[src/sv/chim_queue.sv]
module chim_queue #(
  parameter int WIDTH = 8
) (
  input  logic             clk,
  input  logic             rst_n,
  input  logic             wr_en,
  input  logic [WIDTH-1:0] wr_data,
  output logic             full,
  input  logic             rd_en,
  output logic             empty,
  output logic [WIDTH-1:0] rd_data
);

  logic [WIDTH-1:0] mem_r [2];
  logic             wp_r, rp_r;
  logic [1:0]       cnt_r;

  assign full    = cnt_r == 2'd2;
  assign empty   = cnt_r == 2'd0;
  assign rd_data = mem_r[rp_r];

  // two-entry queue between front and back
  always_ff @(posedge clk) begin
    if (!rst_n) begin
      wp_r <= 1'b0;
      rp_r <= 1'b0;
      cnt_r <= 2'd0;
    end else begin
      if (wr_en) wp_r <= ~wp_r;
      if (rd_en) rp_r <= ~rp_r;
      cnt_r <= cnt_r + {1'b0, wr_en} - {1'b0, rd_en};
    end
  end

  always_ff @(posedge clk) begin
    if (wr_en) mem_r[wp_r] <= wr_data;
  end

endmodule

[config.mk]
export PLATFORM = sky130hd
export DESIGN_NAME = chim_queue
export DESIGN_NICKNAME = d
export VERILOG_FILES = /design/src/sv/chim_queue.sv
export SDC_FILE = /design/constraint.sdc
export NUM_CORES = 1
export LEC_CHECK = 0
export BUFFER_PORTS_ARGS = -buffer_cell sky130_fd_sc_hd__clkbuf_2
export CAP_MARGIN = 20
export CELL_PAD_IN_SITES_DETAIL_PLACEMENT = 1
export CELL_PAD_IN_SITES_GLOBAL_PLACEMENT = 1
export CORE_MARGIN = 4
export CORE_UTILIZATION = 35
export CTS_BUF_LIST = sky130_fd_sc_hd__clkbuf_8
export CTS_CLUSTER_SIZE = 12
export DETAILED_ROUTE_END_ITERATION = 16
export HOLD_SLACK_MARGIN = 0.05
export PLACE_DENSITY = 0.75
export RECOVER_POWER = 100
export REMOVE_ABC_BUFFERS = 1
export SLEW_MARGIN = 20
export SYNTH_ARGS = -nofsm -noshare
export SYNTH_HDL_FRONTEND = slang
export SYNTH_SLANG_ARGS = --single-unit
[constraint.sdc]
create_clock -name clk -period 2.1 [get_ports clk]
set_clock_uncertainty 0.05 [all_clocks]
set_input_delay 0.42 -clock clk [delete_from_list [all_inputs] [get_ports clk]]
set_output_delay 0.42 -clock clk [all_outputs]
set_load 0.05 [all_outputs]
# After elaboration in Yosys (flattened, before gate mapping)
# Memories as Yosys holds them, arrays and structs flattened. A register that Yosys moved wholly into a read port is not among the register bits.
# Cells that the tools add are included.
[totals] mem_bits_rw=16 inputBits=12 mem_count=1 reg_bits=4
[op_classes] n_eq_ne=1 reduce_logical=1 bitwise_logic=2 n_addsub=2 muxes=4
[mem_list] name="mem_r" depth=2 width=8 rd=1 rd_ports_with_merged_regs=1 write_ports=1 line="14" text="logic [WIDTH-1:0] mem_r [2];"
[op_table] operator="1-bit two-way mux" count=4
[op_table] operator="2-bit by 1-bit adder with 2-bit output" count=1
[op_table] operator="2-bit == test, second input constant" count=1
[op_table] operator="2-bit zero test" count=1
[op_table] operator="1-bit NOT" count=2
[op_table] operator="2-bit by 1-bit subtractor with 2-bit output" count=1

# Depth between registers and ports, before layout
# Gate-level depths: netlist (run 1).
[logic_depth] ltp_word=3 depth_mapped=6

# Worst setup path before layout (run 1)
# Ideal clock, no wire load.
[synth_timing] path_type="flip-flop to output port" startpoint="register cnt_r[1]" endpoint="output port full" required_time_ns=1.630 slack_ns=0.562 path_buffers=0 stages_incl_launch_ff=2 arrival_time_ns=1.068 path_cell_list="dfxtp_1 > nor2b_1"
[synth_between] elab_chain_cells=1
[synth_rtl] element="start, declared" line="16" text="logic [1:0] cnt_r;"
[synth_rtl] element="start signal, assigned" line="31" text="cnt_r <= cnt_r + {1'b0, wr_en} - {1'b0, rd_en};"
[synth_rtl] element="2-bit == test" line="18" text="assign full = cnt_r == 2'd2;"
[synth_rtl] element="end, declared" line="8" text="output logic full,"
# Every way passes these cells.

==> results of run 1 <==
flip-flops by register name, summed over array words and instances, names as in the netlist, named ones only:
signal  flops
wp_r        1
mem_r      16
rp_r        1
cnt_r       2
where the power goes:
group	switching (mW)	internal, mW	leakage (nW)	total (mW)
Sequential	0.0177	0.479	0.192	0.496
Clock	0.116	0.130	0.0269	0.245
Combinational	0.140	0.0675	0.152	0.208
Total	0.274	0.676	0.371	0.949
placed cells by master (no fill, tap or decap):
cell type and instances:
and2_0 2, and2_1 2, clkbuf_1 11, clkbuf_2 11, clkbuf_8 3, dfxtp_1 5
edfxtp_1 16, ha_1 2, inv_1 3, mux2_2 8, nor2_1 1, nor2b_1 4
o21a_1 1, xnor3_1 1, xor2_1 1
area by class of cell:
cell class | count | share of cell area, %
clock buffer | 3 | 4.25
clock inverter | 1 | 0.386
inverter | 2 | 0.772
multi-input combinational | 22 | 21.4
sequential | 21 | 59.7
tap | 28 | 3.60
timing repair buffer | 22 | 9.91
kinds of logic after synthesis:
logic type      after synthesis  synth area share (%)
compound gates                1                 0.938
mux                           8                  11.3
buf+inv                       3                  1.56
fa+ha+maj                     2                  3.12
xor+xnor                      2                  3.91
simple gates                  9                  6.72
flops                        21                  72.5
routing by layer:
layer  vias up  wire [um]  track usage [%]
li1        213          -                -
met1       207        562             9.90
met2        15        656             15.5
met3         0         93             2.55
met4         0          0             3.05
met5         -          0                0
worst max path at each step:
stage          slack [ps]  startpoint         end
3_3_place_gp          490   flip-flop  rd_data[7]
5_1_grt               160   flip-flop  rd_data[2]
3_5_place_dp          490   flip-flop  rd_data[2]
2_1_floorplan         560    cnt_r[1]        full
4_1_cts               200   flip-flop  rd_data[2]
6_report              230   flip-flop  rd_data[2]
==> flow_summary.ini, run 1 <==
[outcome]
outcome = completed

[finish]
stdcell_area_um2 = 972
multi_input_area_um2 = 208
antenna_cells = 0
drive_gt1_share_pct = 31.0
seq_area_um2 = 581
area_growth_pct = 21.4
fin_nets = 86
fin_cells = 99
post-route-util_pct = 44.4
fill_cells = 235

[placed_design]
dp.cells = 95
dpl_cell_area_um2 = 943
gp_congestion = 0.629
dp_slack_ps = 486
hpwl_um = 1040
place.port_buffers = 21

[flow_run]
maxCapViolCount = 0

[clock_network]
clk_latency_ps = 250
clockRootBuffer = clkbuf_8
post_cts_buffers = 0
htreeDepth = 1
post_cts_resize_count = 0
cts_hold_buf = 0
cts_tree = yes
cts.sinks = 21
clkTransAtPathRegs_ps = 70
cts-buffers-inserted = 3
cts_buffer_depth = 2

[floorplan]
die_area_um2 = 3120
io_pins = 22
core_area_um2 = 2190
initial_core_util_pct = 36.6
fp.dieH_um = 55.8
chipWidth_um = 55.8
fp-row-count = 17

[synth]
synthArstFlopShare_pct = 0
yosysTopAreaCell = edfxtp_1
yosys-top-cells-count = 16 x edfxtp_1, 8 x mux2_2, 5 x dfxtp_1
synthCells = 46
synth.distinct_cells = 12
yosysWarnings = 0
yosysMostFrequentCell = edfxtp_1
synth_edf_count = 16
avgSynthCellArea_um2 = 17.4
yosys-top-cells-area = edfxtp_1 60%, dfxtp_1 13%, mux2_2 11%
syn_area_um2 = 801
netlist.area_leader.share_pct = 60.0
ys_seq_elements = 21
synth-seq-area-share_pct = 72.5
ys.flop_type = edfxtp_1

[min_path]
hold_class = in -> reg
holdCritStartpoint = wr_data[0]
hold_path_end = mem_r[0][0]
min_path_cells = 1

[timing]
layout_min_cycle_time_ps = 1870
relSlewSlack_pct = 60.6
finalSetupTns_ps = 0
finalWorstSetupSlack_ps = 233
finalSetupViolations = 0
worst_slew_pin_slew_ps = 594
rsz0062_at_grt = no
final.period_utilization_pct = 88.9
hold_viol_final = 0
drv_slew = 0
whs_ps = 319
fmax_ghz = 0.536

[setup_path]
path_cells = mux2_2 > clkbuf_2
crit_family = flip-flops
rr_endpoint = mem_r[0][2]
r2r_start = wp_r
arrival_ps = 1400
cp-end-kind = output port
worstPathMaxFanout = 8
ff2ff_setup_slack_ps = 760
r2r_cells = 2
cp_slowest_stage_delay_ps = 530
cp.required_ps = 1630
crit_type = reg -> out
start_kind = flip-flop
cp.depth = 2
crit_path_top_delay_cell = dfxtp_1
cp.buffers_inverters = 1

[global_route]
first_global_vias = 507
antenna_found_initial = 0
grt_pass1_wl_um = 2080
grt_overflow = 0
grtUsageTotal_pct = 8.73
grt_max_degree = 12

[drt]
drc = 0
via_per_inst = 4.39
postRouteAntennaNets = 0
routedWlPerCell_um = 13.3
num_vias = 435
first_pass_iters = 2
routed_wl_um = 1310
dr.first_iter.drc_count = 2

[pwr]
p_leak_nw = 0.371
peakVddDrop_v = 0.000551
power_density_nw_per_um2 = 977
power.total_mw = 0.949
Note: power is estimated with default switching activity, not from simulation.
==> run 2: changes to the inputs <==
BUFFER_PORTS_ARGS = not set   (was -buffer_cell sky130_fd_sc_hd__clkbuf_2)
DONT_BUFFER_PORTS = 1   (was not set)
PLACE_DENSITY = 0.65   (was 0.75)
==> run 2 against run 1 <==
Compared with the run above:
- non-clock buffer count fell by 19
- final cell count fell by 19%
- via count shrank 14%
- critical endpoint is now rd_data[5]
- fmax barely moved
- largest cell class unchanged
==> flow_summary.ini, run 2 (same netlist as run 1, synthesis figures left out) <==
[pwr]
p_seq_share_pct = 53.2
p_int_mw = 0.657
clkPwrFrac_pct = 27.7
p_leak_nw = 0.317
power_density_nw_per_um2 = 1050
peakVddDrop_v = 0.000413
power.total_mw = 0.932
power.share.switching_pct = 29.5
p_comb_share_pct = 19.1
switchingPower_mw = 0.275

[timing]
fmax_ghz = 0.536
layout_min_cycle_time_ps = 1870
drv_slew = 0
finalSetupViolations = 0
final.period_utilization_pct = 88.9
finalSetupTns_ps = 0
relSlewSlack_pct = 60.0
worst_slew_pin_slew_ps = 602
rsz0062_at_grt = no
hold_viol_final = 0

[finish]
antenna_cells = 0
regMostFlops = mem_r
layout_top_registers = mem_r (16), cnt_r (2)
drive_gt1_share_pct = 5.77
fin_nets = 67
mostFrequentLayoutCell = edfxtp_1
area_growth_pct = 10.8
final_cell_mix = 16 x edfxtp_1, 8 x mux2_1, 5 x dfxtp_1, 4 x nor2b_1
fill_cells = 225
largest_register_ffs = 16

[setup_path]
crit_path_top_delay_cell = mux2_1
start_kind = flip-flop
cp-end-kind = output port
crit_family = multiplexers
cp.required_ps = 1630
cp.buffers_inverters = 0
arrival_ps = 1400
path_cells = mux2_1
crit_type = reg -> out
r2r_cells = 2
cp.depth = 1
worstPathMaxFanout = 8
cp_slowest_stage_delay_ps = 580

[drt]
first_pass_iters = 3
routedWlPerCell_um = 16.0
drc = 0
via_per_inst = 4.69
dr.first_iter.drc_count = 10
num_vias = 375
postRouteAntennaNets = 0
routed_wl_um = 1280

[clock_network]
post_cts_buffers = 0
clockRootBuffer = clkbuf_8
post_cts_resize_count = 0
cts.sinks = 21
cts_buffer_depth = 2
cts_hold_buf = 0
htreeDepth = 1
cts_tree = yes
cts-buffers-inserted = 3
clkTransAtPathRegs_ps = 70
clk_latency_ps = 260

[global_route]
first_global_vias = 434
antenna_found_initial = 0
grt_overflow = 0
grtUsageTotal_pct = 9.37
grt_max_degree = 12
grt_pass1_wl_um = 2100

[min_path]
min_path_cells = 0
hold_class = in -> reg

[outcome]
outcome = completed

[flow_run]
maxCapViolCount = 0

[floorplan]
die_area_um2 = 3120
initial_core_util_pct = 36.6
chipWidth_um = 55.8
io_pins = 22
core_area_um2 = 2190
fp-row-count = 17
fp.dieH_um = 55.8

[placed_design]
gp_congestion = 0.596
hpwl_um = 955
place.port_buffers = 0
-- run 2: cell types whose count changed in the layout (fill, tap and decap cells not counted) --
cell | previous run | this run
mux2_1 | 0 | 8
and2_0 | 2 | 3
and2_1 | 2 | 1
mux2_2 | 8 | 0
clkbuf_2 | 11 | 0
clkbuf_1 | 11 | 3
-- run 2: routing by layer --
metal  global-route usage (%)  part of all wire [%]  vias to the layer above
met2                     15.0                    52                       12
met1                     9.04                    35                      185
met3                     4.18                   9.2                        4
li1                         -                     -                      174
met4                     8.14                   3.4                        0
met5                        0                     0                        -
-- run 2: area by class of cell --
| class | count | area, um^2 | share of cell area, % |
|---|---|---|---|
| inverters | 2 | 7.51 | 0.846 |
| clock buffers | 3 | 41.3 | 4.65 |
| repair buffers | 3 | 11.3 | 1.27 |
| multi-input cells | 22 | 208 | 23.4 |
| flip-flops and latches | 21 | 581 | 65.4 |
| well taps | 28 | 35.0 | 3.95 |
| clock inverters | 1 | 3.75 | 0.423 |
-- run 2: path summary, 6_finish.rpt --
check / slack (ps) / startpoint / endpoint
max: 230 / flip-flop / rd_data[5]
min: 200 / wr_data[4] / mem_r[1][4]
max reg2reg: 760 / wp_r / mem_r[0][1]
min reg2reg: 530 / rp_r / rp_r
-- run 2: through the flow --
| stage | hold slack (ps) | std cells | worst slack (ps) | area, um^2 | utilization, % |
|---|---|---|---|---|---|
| after global placement | 469 | 76 | 582 | 853 | 38.9 |
| final | 202 | 80 | 233 | 887 | 40.5 |
| after global routing | 186 | 80 | 176 | 887 | 40.5 |
| after floorplan | 469 | 45 | 562 | 796 | - |
| after CTS | 196 | 80 | 291 | 898 | 41.0 |
| after detailed placement | 469 | 76 | 585 | 853 | 38.9 |
-- run 2: power groups by stage --
stage,logic (mW),registers [mW],clock network (mW)
after CTS,0.198,0.497,0.264
after global placement,0.193,0.504,0
after floorplan,0.166,0.501,0
final,0.178,0.496,0.258
after global routing,0.192,0.500,0.288
after detailed placement,0.198,0.506,0
