`config.mk`:
```
export PLATFORM = sky130hd
export DESIGN_NAME = chim_front
export DESIGN_NICKNAME = d
export VERILOG_FILES = /design/src/sv/chim_pkg.sv /design/src/sv/chim_front.sv
export SDC_FILE = /design/constraint.sdc
export NUM_CORES = 1
export LEC_CHECK = 0
export BUFFER_PORTS_ARGS = -buffer_cell sky130_fd_sc_hd__buf_2
export CAP_MARGIN = 0
export CORE_MARGIN = 4
export CORE_UTILIZATION = 50
export DETAILED_ROUTE_END_ITERATION = 12
export PLACE_DENSITY = 0.76
export SLEW_MARGIN = 20
export SYNTH_ARGS = -nofsm -noshare
export SYNTH_HDL_FRONTEND = slang
export SYNTH_SLANG_ARGS = --single-unit
```
`constraint.sdc`:
```
create_clock -name clk -period 2.5 [get_ports clk]
set_input_delay 0.125 -clock clk [delete_from_list [all_inputs] [get_ports clk]]
set_output_delay 0.125 -clock clk [all_outputs]
set_load 0.005 [all_outputs]
```
`src/sv/chim_pkg.sv`:
```
package chim_pkg;

  typedef enum logic [1:0] {
    FUNC_LOOKUP = 2'd0,
    FUNC_INSERT = 2'd1,
    FUNC_CLEAR  = 2'd2,
    FUNC_NOP    = 2'd3
  } func_t;

  typedef enum logic [1:0] {
    ST_DONE    = 2'd0,
    ST_PRESENT = 2'd1,
    ST_FULL    = 2'd2,
    ST_ZERO    = 2'd3
  } status_t;

  // back-end walk states
  typedef enum logic [2:0] {
    BE_IDLE,
    BE_HEAD_RD,
    BE_HEAD_CHK,
    BE_POOL_RD,
    BE_POOL_CHK,
    BE_RESULT
  } be_state_t;

  // front-end divider states
  typedef enum logic [1:0] {
    FE_IDLE,
    FE_DIV,
    FE_PUSH
  } fe_state_t;

endpackage

```
`src/sv/chim_front.sv`:
```
module chim_front import chim_pkg::*; #(
  parameter int BUCKETS  = 128,
  parameter int KEY_BITS = 22,
  parameter int VALUE_BITS = 8,
  localparam int BW = $clog2(BUCKETS)
) (
  input  logic                  clk,
  input  logic                  rst_n,
  input  logic [7:0]            bucket_count,
  input  logic                  in_valid,
  output logic                  in_stall,
  input  logic [1:0]            in_func,
  input  logic [KEY_BITS-1:0]   in_task_id,
  input  logic [VALUE_BITS-1:0] in_index,
  output logic                  q_valid,
  input  logic                  q_full,
  output logic [1:0]            q_func,
  output logic [KEY_BITS-1:0]   q_key,
  output logic [VALUE_BITS-1:0] q_value,
  output logic [BW-1:0]         q_bucket
);

  localparam int MW = (BW + 1 > 8) ? BW + 1 : 8;
  localparam int CW = $clog2(KEY_BITS + 1);

  fe_state_t              state_r, state_nxt;
  logic [1:0]             func_r;
  logic [KEY_BITS-1:0]    key_r;
  logic [VALUE_BITS-1:0]  val_r;
  logic [KEY_BITS-1:0]    quo_r;
  logic [MW:0]            rem_r, rem_nxt;
  logic [MW-1:0]          mod_r, mod_c;
  logic [CW-1:0]          cnt_r;
  logic [MW:0]            trial;

  // modulus: zero maps to one, saturate at BUCKETS
  always_comb begin
    if (bucket_count == 8'd0) mod_c = MW'(1);
    else if (MW'(bucket_count) > MW'(BUCKETS)) mod_c = MW'(BUCKETS);
    else mod_c = MW'(bucket_count);
  end

  // one restoring divide step per cycle
  always_comb begin
    trial = {rem_r[MW-1:0], quo_r[KEY_BITS-1]};
    if (trial >= {1'b0, mod_r}) rem_nxt = trial - {1'b0, mod_r};
    else rem_nxt = trial;
  end

  always_comb begin
    state_nxt = state_r;
    in_stall  = 1'b1;
    q_valid   = 1'b0;
    unique case (state_r)
      FE_IDLE: begin
        in_stall = 1'b0;
        if (in_valid) state_nxt = FE_DIV;
      end
      FE_DIV: begin
        if (cnt_r == CW'(KEY_BITS - 1)) state_nxt = FE_PUSH;
      end
      FE_PUSH: begin
        q_valid = 1'b1;
        if (!q_full) state_nxt = FE_IDLE;
      end
      default: state_nxt = FE_IDLE;
    endcase
  end

  always_ff @(posedge clk) begin
    if (!rst_n) state_r <= FE_IDLE;
    else state_r <= state_nxt;
  end

  // divider datapath
  always_ff @(posedge clk) begin
    if (state_r == FE_IDLE && in_valid) begin
      func_r <= in_func;
      key_r  <= in_task_id;
      val_r  <= in_index;
      quo_r  <= in_task_id;
      rem_r  <= '0;
      mod_r  <= mod_c;
      cnt_r  <= '0;
    end else if (state_r == FE_DIV) begin
      rem_r <= rem_nxt;
      quo_r <= {quo_r[KEY_BITS-2:0], 1'b0};
      cnt_r <= cnt_r + CW'(1);
    end
  end

  assign q_func   = func_r;
  assign q_key    = key_r;
  assign q_value  = val_r;
  assign q_bucket = rem_r[BW-1:0];

endmodule

```
After elaboration in Yosys (flattened, before gate mapping)
Index checks and enable logic that the tools add are counted.
{"block": "totals", "output_inout_bits": 41, "ff_bits": 77}
{"block": "classes", "eq_ne": 6, "addsub": 2, "order_cmp": 2, "muxes": 10, "reduce_logical": 6}
{"operator": "$mux W22", "n": 2}
{"operator": "$mux W8", "n": 2}
{"operator": "$ge A9 B8 Y1", "n": 1}
{"operator": "$gt A8 B8 Y1 const B", "n": 1}
{"operator": "$logic_not A8 Y1", "n": 1}
{"operator": "$sub A8 B8 Y8", "n": 1}
{"operator": "$mux W2", "n": 3}
{"operator": "$ne A2 B2 Y1 const B", "n": 3}
{"operator": "$pmux W2 S3", "n": 1}
{"operator": "$add A5 B1 Y5 const B", "n": 1}
{"operator": "$eq A5 B5 Y1 const B", "n": 1}
{"operator": "$reduce_and A3 Y1", "n": 1}
{"operator": "$eq A2 B1 Y1 const B", "n": 1}
{"operator": "$eq A2 B2 Y1 const B", "n": 1}
{"operator": "$logic_not A2 Y1", "n": 1}
{"operator": "$mux W1", "n": 2}
{"operator": "$reduce_bool A2 Y1", "n": 1}
{"operator": "$reduce_or A2 Y1", "n": 1}
{"operator": "$logic_and A1 B1 Y1", "n": 1}

Depth between registers and ports, before layout
{"block": "depth", "word_depth": 3, "mapped_depth": 8, "mapped_depth_nobuf": 8}

Least setup slack after synthesis
No wires, ideal clock.
{"block": "synth_timing", "path_type": "register -> register", "from": "reg state_r[1]", "to": "reg rem_r[5]", "path_buffers": 1, "stages_incl_launch_ff": 6, "synth_period_minus_slack_ps": 1936, "slack_ps": 564, "required_time_ps": 2379, "arrival_time_ps": 1814, "path_cell_list": "dfxtp_1 or2_2 nor2_1 buf_2 o22a_1 o21ai_0"}
{"block": "synth_between", "elab_chain_cells": 2}
{"item": "from (decl)", "line": "chim_front.sv:26", "text": "fe_state_t state_r, state_nxt;"}
{"item": "from (signal assigned)", "line": "chim_front.sv:72", "text": "else state_r <= state_nxt;"}
{"item": "$logic_not A2 Y1", "line": "chim_front.sv:77", "text": "if (state_r == FE_IDLE && in_valid) begin"}
{"item": "$logic_and A1 B1 Y1", "line": "chim_front.sv:77"}
{"item": "to (signal assigned)", "line": "chim_front.sv:86", "text": "rem_r <= rem_nxt;"}
{"item": "to (decl)", "line": "chim_front.sv:31", "text": "logic [MW:0] rem_r, rem_nxt;"}
Parallel ways exist; a longest one is shown, timed or not.
A chain may end at the register's enable or synchronous reset.

Worst setup path after layout
{"block": "layout_timing", "from": "reg rem_r[4]", "to": "reg rem_r[3]"}
{"block": "layout_between", "elab_chain_cells": 2}
{"item": "$ge A9 B8 Y1", "line": "chim_front.sv:46", "text": "if (trial >= {1'b0, mod_r}) rem_nxt = trial - {1'b0, mod_r};"}
{"item": "$mux W8", "line": "chim_front.sv:46"}
Every way passes these cells.

==> impl_metrics.json <==
{
  "cts-resized-gates": 0,
  "syn2layout_area_growth_pct": 30.46,
  "overflow": 0,
  "synth_cell_type_count": 41,
  "port_buffers": 84,
  "viasPerCell": 5.048,
  "swShare_pct": 28.06,
  "dr.first_iter.drc_count": 138,
  "drtAntennaViolNets": 0,
  "grt_use_met3_pct": 5.676,
  "synth_edf_count": 62,
  "cp_slowest_cell": "o31ai_4",
  "max_freq_mhz": 479.6,
  "yosys-top-cells-count": "edfxtp_1, mux2_2, nor2_1",
  "worstHoldPathType": "in -> reg",
  "syn_inst": 242,
  "grt_use_met2_pct": 26.07,
  "synth_top_family_by_area": "multiplexers",
  "cts_tree": "built",
  "peakVddDrop_uv": 446.0,
  "crit_arrival_ps": 2290,
  "hold_viol": 0,
  "skew_ps": 6.858,
  "cts_setup_buffers": 0,
  "p_seq_share_pct": 44.8,
  "combPwrFrac_pct": 26.5,
  "vias": 2226,
  "syn_avg_cell_area_um2": 13.81,
  "maxCapViolations": 0,
  "clock_latency_ps": 330,
  "postSynth.asyncResetShare_pct": 0,
  "ctsHoldBuffers": 33,
  "num-nets-final": 414,
  "grt_max_degree": 56,
  "tns_ps": 0,
  "drc_errors": 0,
  "power_frac_clock_pct": 28.7,
  "htree_levels": 3,
  "synth-seq-cells": 77,
  "end_kind": "register",
  "synth_nets": 297,
  "tightest_slew_ps": 841.0,
  "rows": 29,
  "cp_cell_sequence": "ha_1 -> nand3_2 -> o31ai_4 -> mux2i_1 -> o22ai_1",
  "gp_congestion": 0.8358,
  "cts-root-buf": "clkbuf_8",
  "synth_area_um2": 3343,
  "cp_max_fo": 10,
  "fin_crit_ps": 2085,
  "cp.required_ps": 2710,
  "hold_slack_ps": 72.68,
  "path_clk_slew_ps": 80,
  "wl_per_cell_um": 14.41,
  "ios": 85,
  "start_kind": "register",
  "rsz0062_at_grt": "false",
  "ys_warn_count": 0,
  "synthMuxAreaShare_pct": 8.870,
  "synthFlopType": "edfxtp_1",
  "worst_slack_ps": 414.8,
  "drive_gt1_share_pct": 35.44,
  "post-synth-top-count-cell": "edfxtp_1",
  "grt_pass1_wl_um": 10610,
  "place_ws_ps": 444.8,
  "synth_simple_gate_area_share_pct": 8.832,
  "report.final.slew_viol_count": 0,
  "power.internal_mw": 2.639,
  "synth_seq_area_share_pct": 64.67,
  "report.final.setup_viol": 0,
  "ys_top_cells_by_area": "edfxtp_1, dfxtp_1, mux2_2",
  "initial_core_util_pct": 52.06,
  "first_global_vias": 2261,
  "power.static_leakage_nw": 1.814,
  "cts.path.max_buffers": 2,
  "wirelength_um": 6357,
  "use_met1_pct": 19.99,
  "nFillCells": 459,
  "die-area_um2": 8059,
  "antenna_found_initial": 0,
  "synth_compound_area_share_pct": 6.774,
  "synth_top_cell_area_share_pct": 55.69,
  "synth_top_area_cell": "edfxtp_1",
  "die_w_um": 89.77,
  "top_usage_layer": "met2",
  "synthAdderAreaFrac_pct": 4.341,
  "switching_power_mw": 1.030,
  "dieHeight_um": 89.77,
  "cts.sinks": 77,
  "firstDrtPassIters": 5,
  "critical_path_class": "reg -> reg",
  "slew_headroom_pct": 43.87,
  "yosys.area_share.xor_xnor_pct": 2.096,
  "gr-usage-all-layers_pct": 16.41,
  "diodes": 0,
  "slowest_delay_ps": 570,
  "dp_hpwl_um": 4150,
  "pwr_density_cell_nw_per_um2": 841.1,
  "status": "finished clean",
  "finalCritPeriodShare_pct": 83.41,
  "coreArea_um2": 6422,
  "numCtsBuffers": 9
}
[flip-flops by register name, indices dropped and copies added, names as in the netlist]
name     flops
q_key       22
quo_r       22
mod_r        8
q_value      8
rem_r        8
cnt_r        5
q_func       2
state_r      2
[final timing paths]
path	endpoint	slack [ps]	from	cells after the start
worst max register to register	rem_r[3]	410	rem_r[4]	5
worst min register to register	rem_r[2]	490	rem_r[2]	2
worst min-delay path	state_r[0]	70	in_valid	3
worst max-delay path	rem_r[3]	410	rem_r[4]	5
[critical path, delay by kind of cell, from the launching register on]
kind	cells	cell delay [ps]
adder cells (fa/ha/maj)	1	470
AND/OR/NAND/NOR	1	150
flip-flops	1	350
AO/OA/AOI/OAI	2	680
multiplexers	1	310
[cell type report]
cell class	count	area, um2	share of cell area [%]
clock buffer	11	151.4	3.471
multi-input combinational	136	1041	23.87
tap	77	96.34	2.209
inverter	15	56.30	1.291
sequential	77	2162	49.57
clock inverter	5	81.33	1.865
timing repair buffer	120	773.2	17.73
[cells in the final DEF (no fill, tap or decap), types with 2 or more instances in the layout]
cell	instances
buf_2	84
edfxtp_1	62
dlygate4sd3_1	33
mux2_2	19
nor2_1	16
inv_1	15
dfxtp_1	15
nand2_1	13
clkbuf_8	11
nor2b_1	10
ha_1	10
o21ai_0	7
mux2i_1	6
a21oi_1	5
xor2_1	5
o211ai_1	4
or2_2	3
nand2b_1	3
xnor2_1	3
o22ai_1	3
nand4_1	3
buf_4	3
mux2_1	2
a21o_1	2
a31oi_1	2
a22o_1	2
and2_1	2
bufinv_16	2
[stage by stage]
step / area, um2 / total power [mW] / util, % / instances
2_1_floorplan: 3343 / 2.381 / - / 242
3_3_place_gp: 3799 / 2.555 / 59.15 / 392
3_5_place_dp: 3799 / 2.582 / 59.15 / 392
4_1_cts: 4362 / 3.694 / 67.91 / 441
5_1_grt: 4362 / 3.875 / 67.91 / 441
6_report: 4362 / 3.669 / 67.91 / 441
[cells by family after synthesis]
group	after synthesis
flip-flops	77
XOR/XNOR	8
multiplexers	27
AND/OR/NAND/NOR	58
AO/OA/AOI/OAI	32
adder cells (fa/ha/maj)	11
buffers and inverters	29
[metal layers]
| metal | vias to the layer above | wire (um) |
|---|---|---|
| li1 | 1108 | - |
| met1 | 1033 | 2629 |
| met2 | 77 | 3150 |
| met3 | 8 | 491 |
| met4 | 0 | 85 |
| met5 | - | 0 |
[power groups by stage]
| stage | clock network (mW) | logic, mW | registers [mW] |
|---|---|---|---|
| floorplan | 0 | 0.731 | 1.65 |
| global placement | 0 | 0.885 | 1.67 |
| detailed placement | 0 | 0.910 | 1.67 |
| CTS | 1.08 | 0.967 | 1.64 |
| global route | 1.14 | 1.07 | 1.66 |
| finish | 1.05 | 0.972 | 1.64 |
No activity file was read; power rests on OpenSTA's default activity.
